`src/hw/rtl/ksbl_pkg.sv`:
```
// shared types, constants and codes of the k-th successor core
`default_nettype none
package ksbl_pkg;

  localparam int MAX_NODES = 1024;
  localparam int LEVELS    = 60;
  localparam int NODE_W    = $clog2(MAX_NODES);
  localparam int CNT_W     = NODE_W + 1;
  localparam int LEVEL_W   = (LEVELS > 1) ? $clog2(LEVELS) : 1;
  localparam int STEP_W    = 60;
  localparam int DATA_W    = 64;
  localparam int JT_AW     = LEVEL_W + NODE_W;
  localparam int JT_DEPTH  = 2 ** JT_AW;
  localparam int APB_AW    = 4;
  localparam int APB_DW    = 64;

  localparam logic [CNT_W-1:0]   MAX_NODES_C = CNT_W'(MAX_NODES);
  localparam logic [LEVEL_W-1:0] LAST_LEVEL  = LEVEL_W'(LEVELS - 1);

  // input functions
  localparam logic [1:0] FN_LD_PARENT = 2'd0;
  localparam logic [1:0] FN_LD_VALUE  = 2'd1;
  localparam logic [1:0] FN_BUILD     = 2'd2;
  localparam logic [1:0] FN_QUERY     = 2'd3;

  // result status
  localparam logic [1:0] ST_ANSWER = 2'd0;
  localparam logic [1:0] ST_BUILT  = 2'd1;
  localparam logic [1:0] ST_RANGE  = 2'd2;

  // register indexes
  localparam logic REG_STEP_COUNT = 1'b0;
  localparam logic REG_NODE_COUNT = 1'b1;

  // jump table address modes
  localparam logic [2:0] JA_REQ      = 3'd0;
  localparam logic [2:0] JA_PREV_VTX = 3'd1;
  localparam logic [2:0] JA_PREV_MID = 3'd2;
  localparam logic [2:0] JA_CUR_VTX  = 3'd3;
  localparam logic [2:0] JA_QUERY    = 3'd4;

  typedef struct packed {
    logic [1:0]               func;
    logic [NODE_W-1:0]        node;
    logic signed [DATA_W-1:0] payload;
  } req_t;

  typedef struct packed {
    logic [1:0]               status;
    logic [NODE_W-1:0]        reached_node;
    logic signed [DATA_W-1:0] answer_value;
  } rsp_t;

  typedef struct packed {
    logic       capture_req;
    logic       jt_we;
    logic [2:0] jt_sel;
    logic       val_we;
    logic       lvl_clr;
    logic       lvl_one;
    logic       lvl_inc;
    logic       vtx_clr;
    logic       vtx_inc;
    logic       cur_load_req;
    logic       cur_load_rdata;
    logic       built_clr;
    logic       built_set;
    logic       emit;
    logic [1:0] emit_status;
    logic       emit_ok;
  } cmd_t;

  typedef struct packed {
    logic [1:0] func;
    logic       node_oor;
    logic       parent_oor;
    logic       built;
    logic       bit_set;
    logic       lvl_last;
    logic       vtx_last;
  } sts_t;

endpackage
`default_nettype wire

```
`src/hw/rtl/ksbl_ctrl.sv`:
```
// controller state machine for load, build and query sequencing
`default_nettype none
module ksbl_ctrl (
  input  wire logic          clk,
  input  wire logic          rst,
  input  wire logic          start,
  output logic               busy,
  input  wire ksbl_pkg::sts_t sts,
  output ksbl_pkg::cmd_t     cmd
);

  localparam logic [3:0] S_IDLE  = 4'd0;
  localparam logic [3:0] S_DISP  = 4'd1;
  localparam logic [3:0] S_BRD1  = 4'd2;
  localparam logic [3:0] S_BRD2  = 4'd3;
  localparam logic [3:0] S_BWR   = 4'd4;
  localparam logic [3:0] S_QSTEP = 4'd5;
  localparam logic [3:0] S_QWAIT = 4'd6;
  localparam logic [3:0] S_QVAL  = 4'd7;
  localparam logic [3:0] S_QOUT  = 4'd8;

  logic [3:0] state;
  logic [3:0] state_next;

  always_ff @(posedge clk) begin
    if (rst) begin
      state <= S_IDLE;
    end else begin
      state <= state_next;
    end
  end

  assign busy = (state != S_IDLE);

  always_comb begin
    cmd        = '0;
    cmd.jt_sel = ksbl_pkg::JA_QUERY;
    state_next = state;
    case (state)
      S_IDLE: begin
        if (start) begin
          cmd.capture_req = 1'b1;
          state_next      = S_DISP;
        end
      end
      S_DISP: begin
        state_next = S_IDLE;
        case (sts.func)
          ksbl_pkg::FN_LD_PARENT: begin
            if (sts.node_oor || sts.parent_oor) begin
              cmd.emit        = 1'b1;
              cmd.emit_status = ksbl_pkg::ST_RANGE;
            end else begin
              cmd.jt_we     = 1'b1;
              cmd.jt_sel    = ksbl_pkg::JA_REQ;
              cmd.built_clr = 1'b1;
            end
          end
          ksbl_pkg::FN_LD_VALUE: begin
            if (sts.node_oor) begin
              cmd.emit        = 1'b1;
              cmd.emit_status = ksbl_pkg::ST_RANGE;
            end else begin
              cmd.val_we = 1'b1;
            end
          end
          ksbl_pkg::FN_BUILD: begin
            if (ksbl_pkg::LEVELS == 1) begin
              cmd.emit        = 1'b1;
              cmd.emit_status = ksbl_pkg::ST_BUILT;
              cmd.built_set   = 1'b1;
            end else begin
              cmd.lvl_one = 1'b1;
              cmd.vtx_clr = 1'b1;
              state_next  = S_BRD1;
            end
          end
          default: begin
            if (sts.node_oor || !sts.built) begin
              cmd.emit        = 1'b1;
              cmd.emit_status = ksbl_pkg::ST_RANGE;
            end else begin
              cmd.cur_load_req = 1'b1;
              cmd.lvl_clr      = 1'b1;
              state_next       = S_QSTEP;
            end
          end
        endcase
      end
      S_BRD1: begin
        cmd.jt_sel = ksbl_pkg::JA_PREV_VTX;
        state_next = S_BRD2;
      end
      S_BRD2: begin
        cmd.jt_sel = ksbl_pkg::JA_PREV_MID;
        state_next = S_BWR;
      end
      S_BWR: begin
        cmd.jt_we  = 1'b1;
        cmd.jt_sel = ksbl_pkg::JA_CUR_VTX;
        state_next = S_BRD1;
        if (sts.vtx_last) begin
          cmd.vtx_clr = 1'b1;
          if (sts.lvl_last) begin
            cmd.emit        = 1'b1;
            cmd.emit_status = ksbl_pkg::ST_BUILT;
            cmd.built_set   = 1'b1;
            state_next      = S_IDLE;
          end else begin
            cmd.lvl_inc = 1'b1;
          end
        end else begin
          cmd.vtx_inc = 1'b1;
        end
      end
      S_QSTEP: begin
        cmd.jt_sel = ksbl_pkg::JA_QUERY;
        if (sts.bit_set) begin
          state_next = S_QWAIT;
        end else if (sts.lvl_last) begin
          state_next = S_QVAL;
        end else begin
          cmd.lvl_inc = 1'b1;
        end
      end
      S_QWAIT: begin
        cmd.cur_load_rdata = 1'b1;
        if (sts.lvl_last) begin
          state_next = S_QVAL;
        end else begin
          cmd.lvl_inc = 1'b1;
          state_next  = S_QSTEP;
        end
      end
      S_QVAL: begin
        state_next = S_QOUT;
      end
      S_QOUT: begin
        cmd.emit        = 1'b1;
        cmd.emit_status = ksbl_pkg::ST_ANSWER;
        cmd.emit_ok     = 1'b1;
        state_next      = S_IDLE;
      end
      default: begin
        state_next = S_IDLE;
      end
    endcase
  end

endmodule
`default_nettype wire

```
`config.mk`:
```
export PLATFORM = sky130hd
export DESIGN_NAME = ksbl_ctrl
export DESIGN_NICKNAME = d
export VERILOG_FILES = /design/src/hw/rtl/ksbl_pkg.sv /design/src/hw/rtl/ksbl_ctrl.sv
export SDC_FILE = /design/constraint.sdc
export NUM_CORES = 1
export LEC_CHECK = 0
export BUFFER_PORTS_ARGS = -buffer_cell sky130_fd_sc_hd__buf_2
export CAP_MARGIN = 20
export CORE_AREA = 8 8 45 47
export CTS_BUF_LIST = sky130_fd_sc_hd__clkbuf_8
export CTS_CLUSTER_DIAMETER = 60
export DETAILED_ROUTE_END_ITERATION = 7
export DIE_AREA = 0 0 53 55
export GPL_TIMING_DRIVEN = 0
export PLACE_DENSITY = 0.71
export SETUP_SLACK_MARGIN = 0.1
export SYNTH_ARGS = -nofsm -noshare
export SYNTH_HDL_FRONTEND = slang
export SYNTH_SLANG_ARGS = --single-unit
```
`constraint.sdc`:
```
create_clock -name clk -period 1.6 [get_ports clk]
set_input_delay 0.16 -clock clk [delete_from_list [all_inputs] [get_ports clk]]
set_output_delay 0.16 -clock clk [all_outputs]
set_load 0.02 [all_outputs]
```
Word level (Yosys, flattened, before mapping)
Index checks and enable logic that the tools add are counted.
{"block": "totals", "elab_cells": 64, "romBits": 0, "ram_bits": 0, "latchBits": 0, "register_bits": 4, "n_memories": 0}
{"block": "classes", "bitwise": 0, "muxes": 42, "magnitude_cmp": 0, "n_reduce_logical": 9, "eq_ne": 12, "n_addsub": 0, "div_mod_pow": 0, "n_mul": 0, "shift": 0}
{"cell": "$mux 4", "count": 8}
{"cell": "$pmux 4 s8", "count": 1}
{"cell": "$mux 1", "count": 18}
{"cell": "$pmux 3 s3", "count": 2}
{"cell": "$eq 4x3->1 const B", "count": 4}
{"cell": "$mux 3", "count": 5}
{"cell": "$pmux 3 s4", "count": 1}
{"cell": "$eq 4x2->1 const B", "count": 2}
{"cell": "$pmux 4 s2", "count": 1}
{"cell": "$mux 2", "count": 3}
{"cell": "$eq 4x1->1 const B", "count": 1}
{"cell": "$eq 4x4->1 const B", "count": 1}
{"cell": "$logic_not 4->1", "count": 1}
{"cell": "$pmux 1 s2", "count": 2}
{"cell": "$reduce_bool 4->1", "count": 1}
{"cell": "$ne 3x3->1 const B", "count": 1}
{"cell": "$pmux 1 s3", "count": 1}
{"cell": "$reduce_or 3->1", "count": 1}
{"cell": "$eq 2x1->1 const B", "count": 1}
{"cell": "$eq 2x2->1 const B", "count": 1}
{"cell": "$logic_not 2->1", "count": 1}
{"cell": "$logic_or 1x1->1", "count": 2}
{"cell": "$ne 2x2->1 const B", "count": 1}
{"cell": "$reduce_and 2->1", "count": 1}
{"cell": "other kinds (2)", "count": 2}

Logic depth before layout (Yosys ltp)
Gate-level depths: netlist of run 1.
{"block": "depth", "word_depth": 5, "mapped_depth": 5}

Least setup slack after synthesis of run 1
Ideal clock, no wire load.
{"block": "synth_path", "path_type": "register -> output", "from": "register state[1]", "to": "output cmd[10] in the netlist's numbering", "slack_ns": -0.163, "path_stages_with_launch": 5, "arrival_ns": 1.603, "path_buffers": 1, "required_time_ns": 1.440, "path_cell_list": "dfxtp_1 clkbuf_1 nor2_1 o22ai_1 nor4bb_1"}
{"element": "start: declaration", "line_no": "ksbl_ctrl.sv:22", "rtl": "logic [3:0] state;"}
{"element": "start signal: assignment", "line_no": "ksbl_ctrl.sv:29", "rtl": "state <= state_next;"}
{"element": "end: declaration", "line_no": "ksbl_ctrl.sv:9", "rtl": "output ksbl_pkg::cmd_t cmd"}

==> results.toml, run 1 <==
[global_route]
grt_pass1_vias = 617
antenna_found_initial = 0
grt_first_pass_wirelength_microns = 2620
grtUsageTotal = 0.114
overflow = 0
grt_max_degree = 11

[floorplanning]
die_h_microns = 55
start_util = 0.353
die-area_sq_um = 2920
io_pins = 31
coreArea_sq_um = 1380
rows = 14
die_w_microns = 53

[place]
io_buffers = 30
dp_hpwl_microns = 1340
gp_routability_congestion = 0.871
dp_cells = 119

[status]
status = "finished with violations"
failed_checks = "negative setup slack"

[logic_synthesis]
yosys_warnings = 0
yosysMostFrequentCell = "nor2_1"
yosys_most_used_dff = "dfxtp_1"
synth.area.top_cells = "dfxtp_1, nor2_1, inv_1"
syn_nets = 84
synth-adder-area-share = 0
synth-xor-area-share = 0.0179
syn_area_sq_um = 488
synth_top_family_by_area = "simple AND/OR/NAND/NOR gates"
synth-seq-cells = 4
synth-simple-area-share = 0.436
yosys-top-cells-count = "nor2_1, inv_1, nand2_1"
syn_avg_cell_area_sq_um = 6.68
synth_top_area_frac = 0.164
ys_seq_area_frac = 0.164
synth_largest_area_cell = "dfxtp_1"
synthMuxAreaShare = 0.0436
synthCells = 73
ys_types = 35
ys_async_sr_fraction = 0
synth-compound-area-share = 0.226
synth-edff-count = 0

[pwr]
p_leak_nw = 0.445
power_density_nw_per_um2 = 600
ir_worst_vdd_mv = 0.417

[clocking]
cts_tree = "yes"
cts-buffers-inserted = 3
cts_hold_buf = 0
clock-sinks = 4
h-tree-depth = 1
clock-root-buffer = "clkbuf_8"
cts_buffer_depth = 2
path_clk_slew_ns = 0.03
clk_latency_ns = 0.21

[min_path]
hp-class = "input pin to register"
hold_start = "rst"

[critical_path]
crit_slowest_cell = "or4b_4"
crit_fanout = 5
crit_buf_inv = 1
worst_path_dominant_cell_family = "simple AND/OR/NAND/NOR gates"
rr_startpoint = "state[1]"
worstSetupEndpointType = "output port"
crit_chain = "or4b_4 > or2_4 > o21ai_2 > buf_6"
crit_type = "register to output port"
cp_data_required_time_ns = 1.44
critical_path.max_stage_delay_ns = 0.54
crit_path_start_kind = "register"
cp-startpoint = "state[1]"
cp.arrival_ns = 1.57

[drt]
post_drt_via_cell_ratio = 5.26
wirelength_microns = 1860
dr_total_vias = 673
ant_nets = 0
wl_per_cell_microns = 14.5
post-route-drc-count = 0
drt_iter0_markers = 11
drt_first_pass_iters = 4

[timing]
grt_setup_unrepaired = "yes"
final.setup_skew_ns = 0.00107
max_freq_mhz = 580
hold_ws_ns = 0.123
maxSlewHeadroom = 0.614
min_period_ns = 1.73
fin_crit_sh = 1.08
post-route-worst-setup-slack_ns = -0.126
drv_slew = 0
hold_viol = 0
tightest_slew_ns = 0.573
setup_viol = 6

[flow_run]
max-cap-violations = 0

[layout]
area_growth_pct = 84.1
top_regs = "state x4"
drive_gt1_frac = 0.554
antennaDiodeCount = 0
largest_reg_flops = 4
top_register = "state"
fin_util = 0.649
final_cells = 128
fin_nets = 125
## path summary, 6_finish.rpt
kind | endpoint | slack, ns | cells past startpoint
worst max-delay path | cmd[9] | -0.13 | 4
worst min-delay path | state[2] | 0.12 | 2
worst max register to register | state[1] | 0 | 4
worst min register to register | state[1] | 0.58 | 2
## power by group
part	switching (mW)	internal (mW)	total [mW]
Sequential	0.0109	0.105	0.116
Combinational	0.114	0.102	0.216
Clock	0.0468	0.160	0.207
Total	0.172	0.367	0.539
## per-stage QoR
stage / cell area, sq um / setup slack (ns) / TNS, ns / power (mW)
after global placement: 683 / -0.0336 / -0.0690 / 0.284
after floorplan: 513 / 0.0689 / 0 / 0.230
after global routing: 898 / -0.157 / -0.775 / 0.573
after CTS: 812 / -0.105 / -0.403 / 0.518
after detailed placement: 683 / -0.104 / -0.192 / 0.287
final: 898 / -0.126 / -0.397 / 0.539
## worst register-to-register path: cells and delay by family (launching register included)
| kind | cells | cell delay (ns) |
|---|---|---|
| simple gates | 2 | 0.80 |
| flops | 1 | 0.35 |
| compound gates | 1 | 0.21 |
| buf+inv | 1 | 0.14 |
## final cells by class
class / instances / area [sq um]
clock buffers: 3 / 41.3
multi-input cells: 56 / 422
flip-flops and latches: 4 / 88.8
inverters: 8 / 30.0
repair buffers: 36 / 251
plain buffers: 5 / 45.0
fillers: 125 / 485
well taps: 16 / 20.0
## layer usage
layer | part of all wire | GRT usage | vias to the layer above | routed length [microns]
li1 | - | - | 339 | -
met1 | 0.40 | 0.126 | 306 | 734
met2 | 0.50 | 0.203 | 26 | 931
met3 | 0.089 | 0.0294 | 2 | 165
met4 | 0.013 | 0.0474 | 0 | 24
met5 | 0 | 0 | - | 0
## kinds of logic after synthesis
group,Yosys count
AOI/OAI and AO/OA,14
xor gates and xnor gates,1
buffers and inverters,13
DFF,4
muxes,2
and+or+nand+nor,39
## cell usage in the layout (no fill, tap or decap), drive strengths merged, types with 2 or more instances in the layout
| cell | n |
|---|---|
| a21oi | 3 |
| a221oi | 3 |
| buf | 40 |
| clkbuf | 4 |
| dfxtp | 4 |
| inv | 8 |
| nand2 | 5 |
| nand2b | 3 |
| nor2 | 12 |
| nor2b | 4 |
| nor3 | 4 |
| or2 | 2 |
## timing repair
action                                  4_1_cts  5_1_grt
pin swaps                                     5        4
endpoints found under the setup margin       21       20
resized for setup                            22       24
buffers inserted                              4        2
Power figures use the tool's default switching activity.
==> inputs of run 2 (changes only) <==
--- a/config.mk
+++ b/config.mk
@@ -13,8 +13,9 @@
 export DETAILED_ROUTE_END_ITERATION = 7
 export DIE_AREA = 0 0 53 55
 export GPL_TIMING_DRIVEN = 0
-export PLACE_DENSITY = 0.71
+export PLACE_DENSITY_LB_ADDON = 0.3
 export SETUP_SLACK_MARGIN = 0.1
+export SKIP_LAST_GASP = 1
 export SYNTH_ARGS = -nofsm -noshare
 export SYNTH_HDL_FRONTEND = slang
 export SYNTH_SLANG_ARGS = --single-unit
==> run 2 against run 1 <==
  * Cell count stayed put
  * The run still ends with negative setup slack left
  * Clock-buffer cell count stayed put
  * Design area is 0.97% lower
  * Clock power hardly changed
  * Register-to-register slack better by 0.04 ns
  * Critical path type unchanged
  * Non-clock buffer count stayed put
  * Clock skew hardly changed
  * Wire length is 1.3% lower
  * Fmax is 1.5% higher
  * Critical endpoint unchanged
  * Sequential share of layout area is 0.38 points higher
  * Core utilization is 0.63 points lower
  * Combinational power hardly changed
==> results.toml, run 2 (synthesized netlist as in run 1, its figures left out) <==
[critical_path]
crit_chain = "or4b_4 > or2_4 > o21ai_2 > buf_6"
crit_slowest_cell = "or4b_4"
worst_path_dominant_cell_family = "simple AND/OR/NAND/NOR gates"
r2r-end = "state[1]"
ff2ff_setup_slack_ns = 0.04
cp_data_required_time_ns = 1.44
crit_buf_inv = 1
crit_fanout = 7
worstSetupEndpointType = "output port"
critical_path.max_stage_delay_ns = 0.49
cp.arrival_ns = 1.54
rr_startpoint = "state[0]"
crit_path_start_kind = "register"
crit_type = "register to output port"
reg2reg_depth = 4

[timing]
drv_slew = 0
min_period_ns = 1.70
post-route-worst-setup-slack_ns = -0.0997
grt_setup_unrepaired = "yes"
hold_ws_ns = 0.128
final.setup_skew_ns = 0.000983
hold_viol = 0
tightest_slew_ns = 0.508
fin_tns_setup_ns = -0.320
max_freq_mhz = 588
maxSlewHeadroom = 0.658
fin_crit_sh = 1.06
setup_viol = 6

[drt]
wirelength_microns = 1830
post_drt_via_cell_ratio = 5.23
drt_first_pass_iters = 4
ant_nets = 0
post-route-drc-count = 0
wl_per_cell_microns = 14.3
dr_total_vias = 669
drt_iter0_markers = 9

[layout]
antennaDiodeCount = 0
final_common_cell = "buf_2"
fin_util = 0.643
postLayoutCellArea_sq_um = 890
top_register = "state"
area_growth_pct = 82.3
drive_gt1_frac = 0.563
top_regs = "state x4"
fin_nets = 125
layout_common_cells = "buf_2, buf_4, nor2_1"
largest_reg_flops = 4
multi_input_area_sq_um = 424
final_cells = 128
final.fill_count = 126
regArea_sq_um = 91.3

[floorplanning]
die-area_sq_um = 2920
die_h_microns = 55
start_util = 0.353
io_pins = 31
rows = 14
die_w_microns = 53
coreArea_sq_um = 1380

[place]
dp_cells = 119
place_area_sq_um = 683
dp_hpwl_microns = 1270
preCtsSetupSlack_ns = -0.0796
gp_routability_congestion = 0.871
io_buffers = 30

[status]
status = "finished with violations"
failed_checks = "negative setup slack"

[clocking]
h-tree-depth = 1
clk_latency_ns = 0.21
clock-root-buffer = "clkbuf_8"
cts_tree = "yes"
cts-buffers-inserted = 3
path_clk_slew_ns = 0.03
cts_buffer_depth = 2
cts_hold_buf = 0
clock-sinks = 4

[global_route]
grt_max_degree = 11
overflow = 0
grt_first_pass_wirelength_microns = 2590
grt_pass1_vias = 636
grtUsageTotal = 0.116
antenna_found_initial = 0

[min_path]
min_path_cells = 2
whs_endpoint = "state[2]"
hold_start = "rst"
hp-class = "input pin to register"

[pwr]
power_density_nw_per_um2 = 600
ir_worst_vdd_mv = 0.442
total_power_mw = 0.534
p_leak_nw = 0.449

[flow_run]
max-cap-violations = 0
run 2: cell type report:
cell class                 count  share of cell area
buffer                         5              0.0450
clock buffer                   3              0.0464
inverter                       8              0.0338
multi-input combinational     56               0.477
sequential                     4               0.103
tap                           16              0.0225
timing repair buffer          36               0.273
run 2: worst max path at each step:
| stage | from | slack (ns) | cells after the start | endpoint |
|---|---|---|---|---|
| 2_1_floorplan | state[2] | 0.07 | 4 | cmd[3] |
| 3_3_place_gp | state[1] | -0.03 | 5 | cmd[10] |
| 3_5_place_dp | state[1] | -0.08 | 5 | cmd[10] |
| 4_1_cts | state[1] | -0.1 | 4 | cmd[9] |
| 5_1_grt | state[0] | -0.14 | 4 | cmd[11] |
| 6_report | state[0] | -0.1 | 4 | cmd[9] |
run 2: power by group:
part,internal [mW],total [mW],leakage (nW),switching [mW]
combinational,0.0996,0.216,0.392,0.117
sequential,0.104,0.113,0.0347,0.00915
clock,0.160,0.204,0.0216,0.0446
run 2: timing repair:
item,CTS,global route
pin swaps,6,5
setup endpoints to repair,21,20
resized for setup,22,20
hold endpoints to repair,0,0
buffers inserted,7,0
run 2: routing by layer:
layer  share of wire  routed length [microns]  global-route usage
met5               0                        0                   0
met4               0                        0              0.0517
met3           0.079                      144              0.0267
met2            0.56                     1020               0.229
met1            0.36                      665               0.111
==> inputs of run 3 (changes only) <==
--- a/config.mk
+++ b/config.mk
@@ -7,11 +7,13 @@
 export LEC_CHECK = 0
 export BUFFER_PORTS_ARGS = -buffer_cell sky130_fd_sc_hd__buf_2
 export CAP_MARGIN = 20
-export CORE_AREA = 8 8 45 47
+export CELL_PAD_IN_SITES_DETAIL_PLACEMENT = 1
+export CELL_PAD_IN_SITES_GLOBAL_PLACEMENT = 1
+export CORE_MARGIN = 8
+export CORE_UTILIZATION = 28
 export CTS_BUF_LIST = sky130_fd_sc_hd__clkbuf_8
 export CTS_CLUSTER_DIAMETER = 60
 export DETAILED_ROUTE_END_ITERATION = 7
-export DIE_AREA = 0 0 53 55
 export GPL_TIMING_DRIVEN = 0
 export PLACE_DENSITY_LB_ADDON = 0.3
 export SETUP_SLACK_MARGIN = 0.1
==> run 3 against run 2 <==
  * The flow still finishes with violations (negative setup slack)
  * Critical path depth did not move
  * Largest cell class unchanged
  * Largest power group unchanged
  * Cell count rose by 5.5%
  * Flip-flop and latch count did not move
  * Die area is 14% higher
  * Clock-buffer cell count stayed put
  * Non-clock buffer count up 6
==> results.toml, run 3 (synthesized netlist as in run 1, its figures left out) <==
[status]
status = "finished with violations"
failed_checks = "negative setup slack"

[critical_path]
crit_type = "register to output port"
cp.arrival_ns = 1.54
cp_data_required_time_ns = 1.44
worstSetupEndpointType = "output port"
crit_path_start_kind = "register"
crit_fanout = 3

[pwr]
total_power_mw = 0.566
internal-power_mw = 0.382
power_switching_mw = 0.184
swShare = 0.325
p_leak_nw = 0.486
ir_worst_vdd_mv = 0.472
seqPwrFrac = 0.193
power_density_nw_per_um2 = 575
pwr-share-clk = 0.365
combPwrFrac = 0.442

[timing]
tightest_slew_ns = 0.556
fin_tns_setup_ns = -0.311
grt_setup_unrepaired = "yes"
max_freq_mhz = 589
post-route-worst-setup-slack_ns = -0.0977
final.setup_skew_ns = 0.00280
drv_slew = 0
fin_crit_sh = 1.06
setup_viol = 6
maxSlewHeadroom = 0.630
min_period_ns = 1.70
hold_viol = 0
hold_ws_ns = 0.132

[global_route]
antenna_found_initial = 0
grtUsageTotal = 0.121
grt_first_pass_wirelength_microns = 3240
grt_pass1_vias = 733
grt_max_degree = 11
overflow = 0

[layout]
final.fill_count = 209
top_register = "state"
largest_reg_flops = 4
antennaDiodeCount = 0
top_regs = "state x4"
final_cells = 135
postLayoutCellArea_sq_um = 985
drive_gt1_frac = 0.619
area_growth_pct = 102
fin_util = 0.583
fin_nets = 131
layout_common_cells = "buf_4, buf_2, nor2_1"
final_common_cell = "buf_4"

[floorplanning]
die_w_microns = 57.7
coreArea_sq_um = 1690
io_pins = 31
rows = 15
die_h_microns = 57.7
start_util = 0.289
die-area_sq_um = 3330

[place]
io_buffers = 30
dp_cells = 120
place_area_sq_um = 684
dp_hpwl_microns = 1540
preCtsSetupSlack_ns = -0.0649
gp_routability_congestion = 0.828

[flow_run]
max-cap-violations = 0

[clocking]
h-tree-depth = 1
clock-sinks = 4
path_clk_slew_ns = 0.03
cts-buffers-inserted = 3
cts_buffer_depth = 2
cts_hold_buf = 0
clk_latency_ns = 0.21
clock-root-buffer = "clkbuf_8"
cts_tree = "yes"

[min_path]
hp-class = "input pin to register"

[drt]
wl_per_cell_microns = 16.6
post-route-drc-count = 0
post_drt_via_cell_ratio = 5.21
ant_nets = 0
dr_total_vias = 703
wirelength_microns = 2250
drt_iter0_markers = 7
drt_first_pass_iters = 2
## run 3: changes by cell type in the layout (fill, tap and decap cells not counted), sizes merged
cell	delta
clkbuf	+1
buf	+5
## run 3: area by class of cell
class | instances | area (sq um) | area share
sequential | 4 | 91.3 | 0.0928
multi-input combinational | 56 | 457 | 0.464
clock buffer | 3 | 41.3 | 0.0419
timing repair buffer | 42 | 302 | 0.306
inverter | 8 | 30.0 | 0.0305
tap | 17 | 21.3 | 0.0216
buffer | 5 | 42.5 | 0.0432
## run 3: worst max-delay path: stages (launching register included)
cell and delay (ns):
dfxtp_4 0.34, or4b_4 0.54, or2_4 0.26, o21ai_2 0.06, buf_6 0.13
## run 3: final timing paths
kind	from	to	slack [ns]	cells past startpoint
min	rst	state[2]	0.13	2
max	state[1]	cmd[9]	-0.1	4
min reg2reg	state[1]	state[1]	0.72	3
max reg2reg	state[1]	state[1]	0.02	4
## run 3: power by group through the flow
stage          combinational, mW  clock [mW]  sequential, mW
6_report                   0.250       0.207           0.109
5_1_grt                    0.269       0.223           0.110
4_1_cts                    0.225       0.213           0.109
3_5_place_dp               0.177           0           0.114
3_3_place_gp               0.172           0           0.114
2_1_floorplan              0.118           0           0.112
## run 3: repair_timing
action,in CTS,in global routing
cloned,0,0
setup endpoints to repair,21,18
pin swaps,5,3
gates resized for setup,33,20
hold endpoints to repair,0,0
buffers inserted,10,3
## run 3: per-layer routing
| layer | global-route usage | routed length [microns] | up-vias |
|---|---|---|---|
| li1 | - | - | 349 |
| met4 | 0.0524 | 22 | 0 |
| met2 | 0.223 | 1220 | 16 |
| met3 | 0.0243 | 84 | 2 |
| met5 | 0 | 0 | - |
| met1 | 0.129 | 923 | 336 |
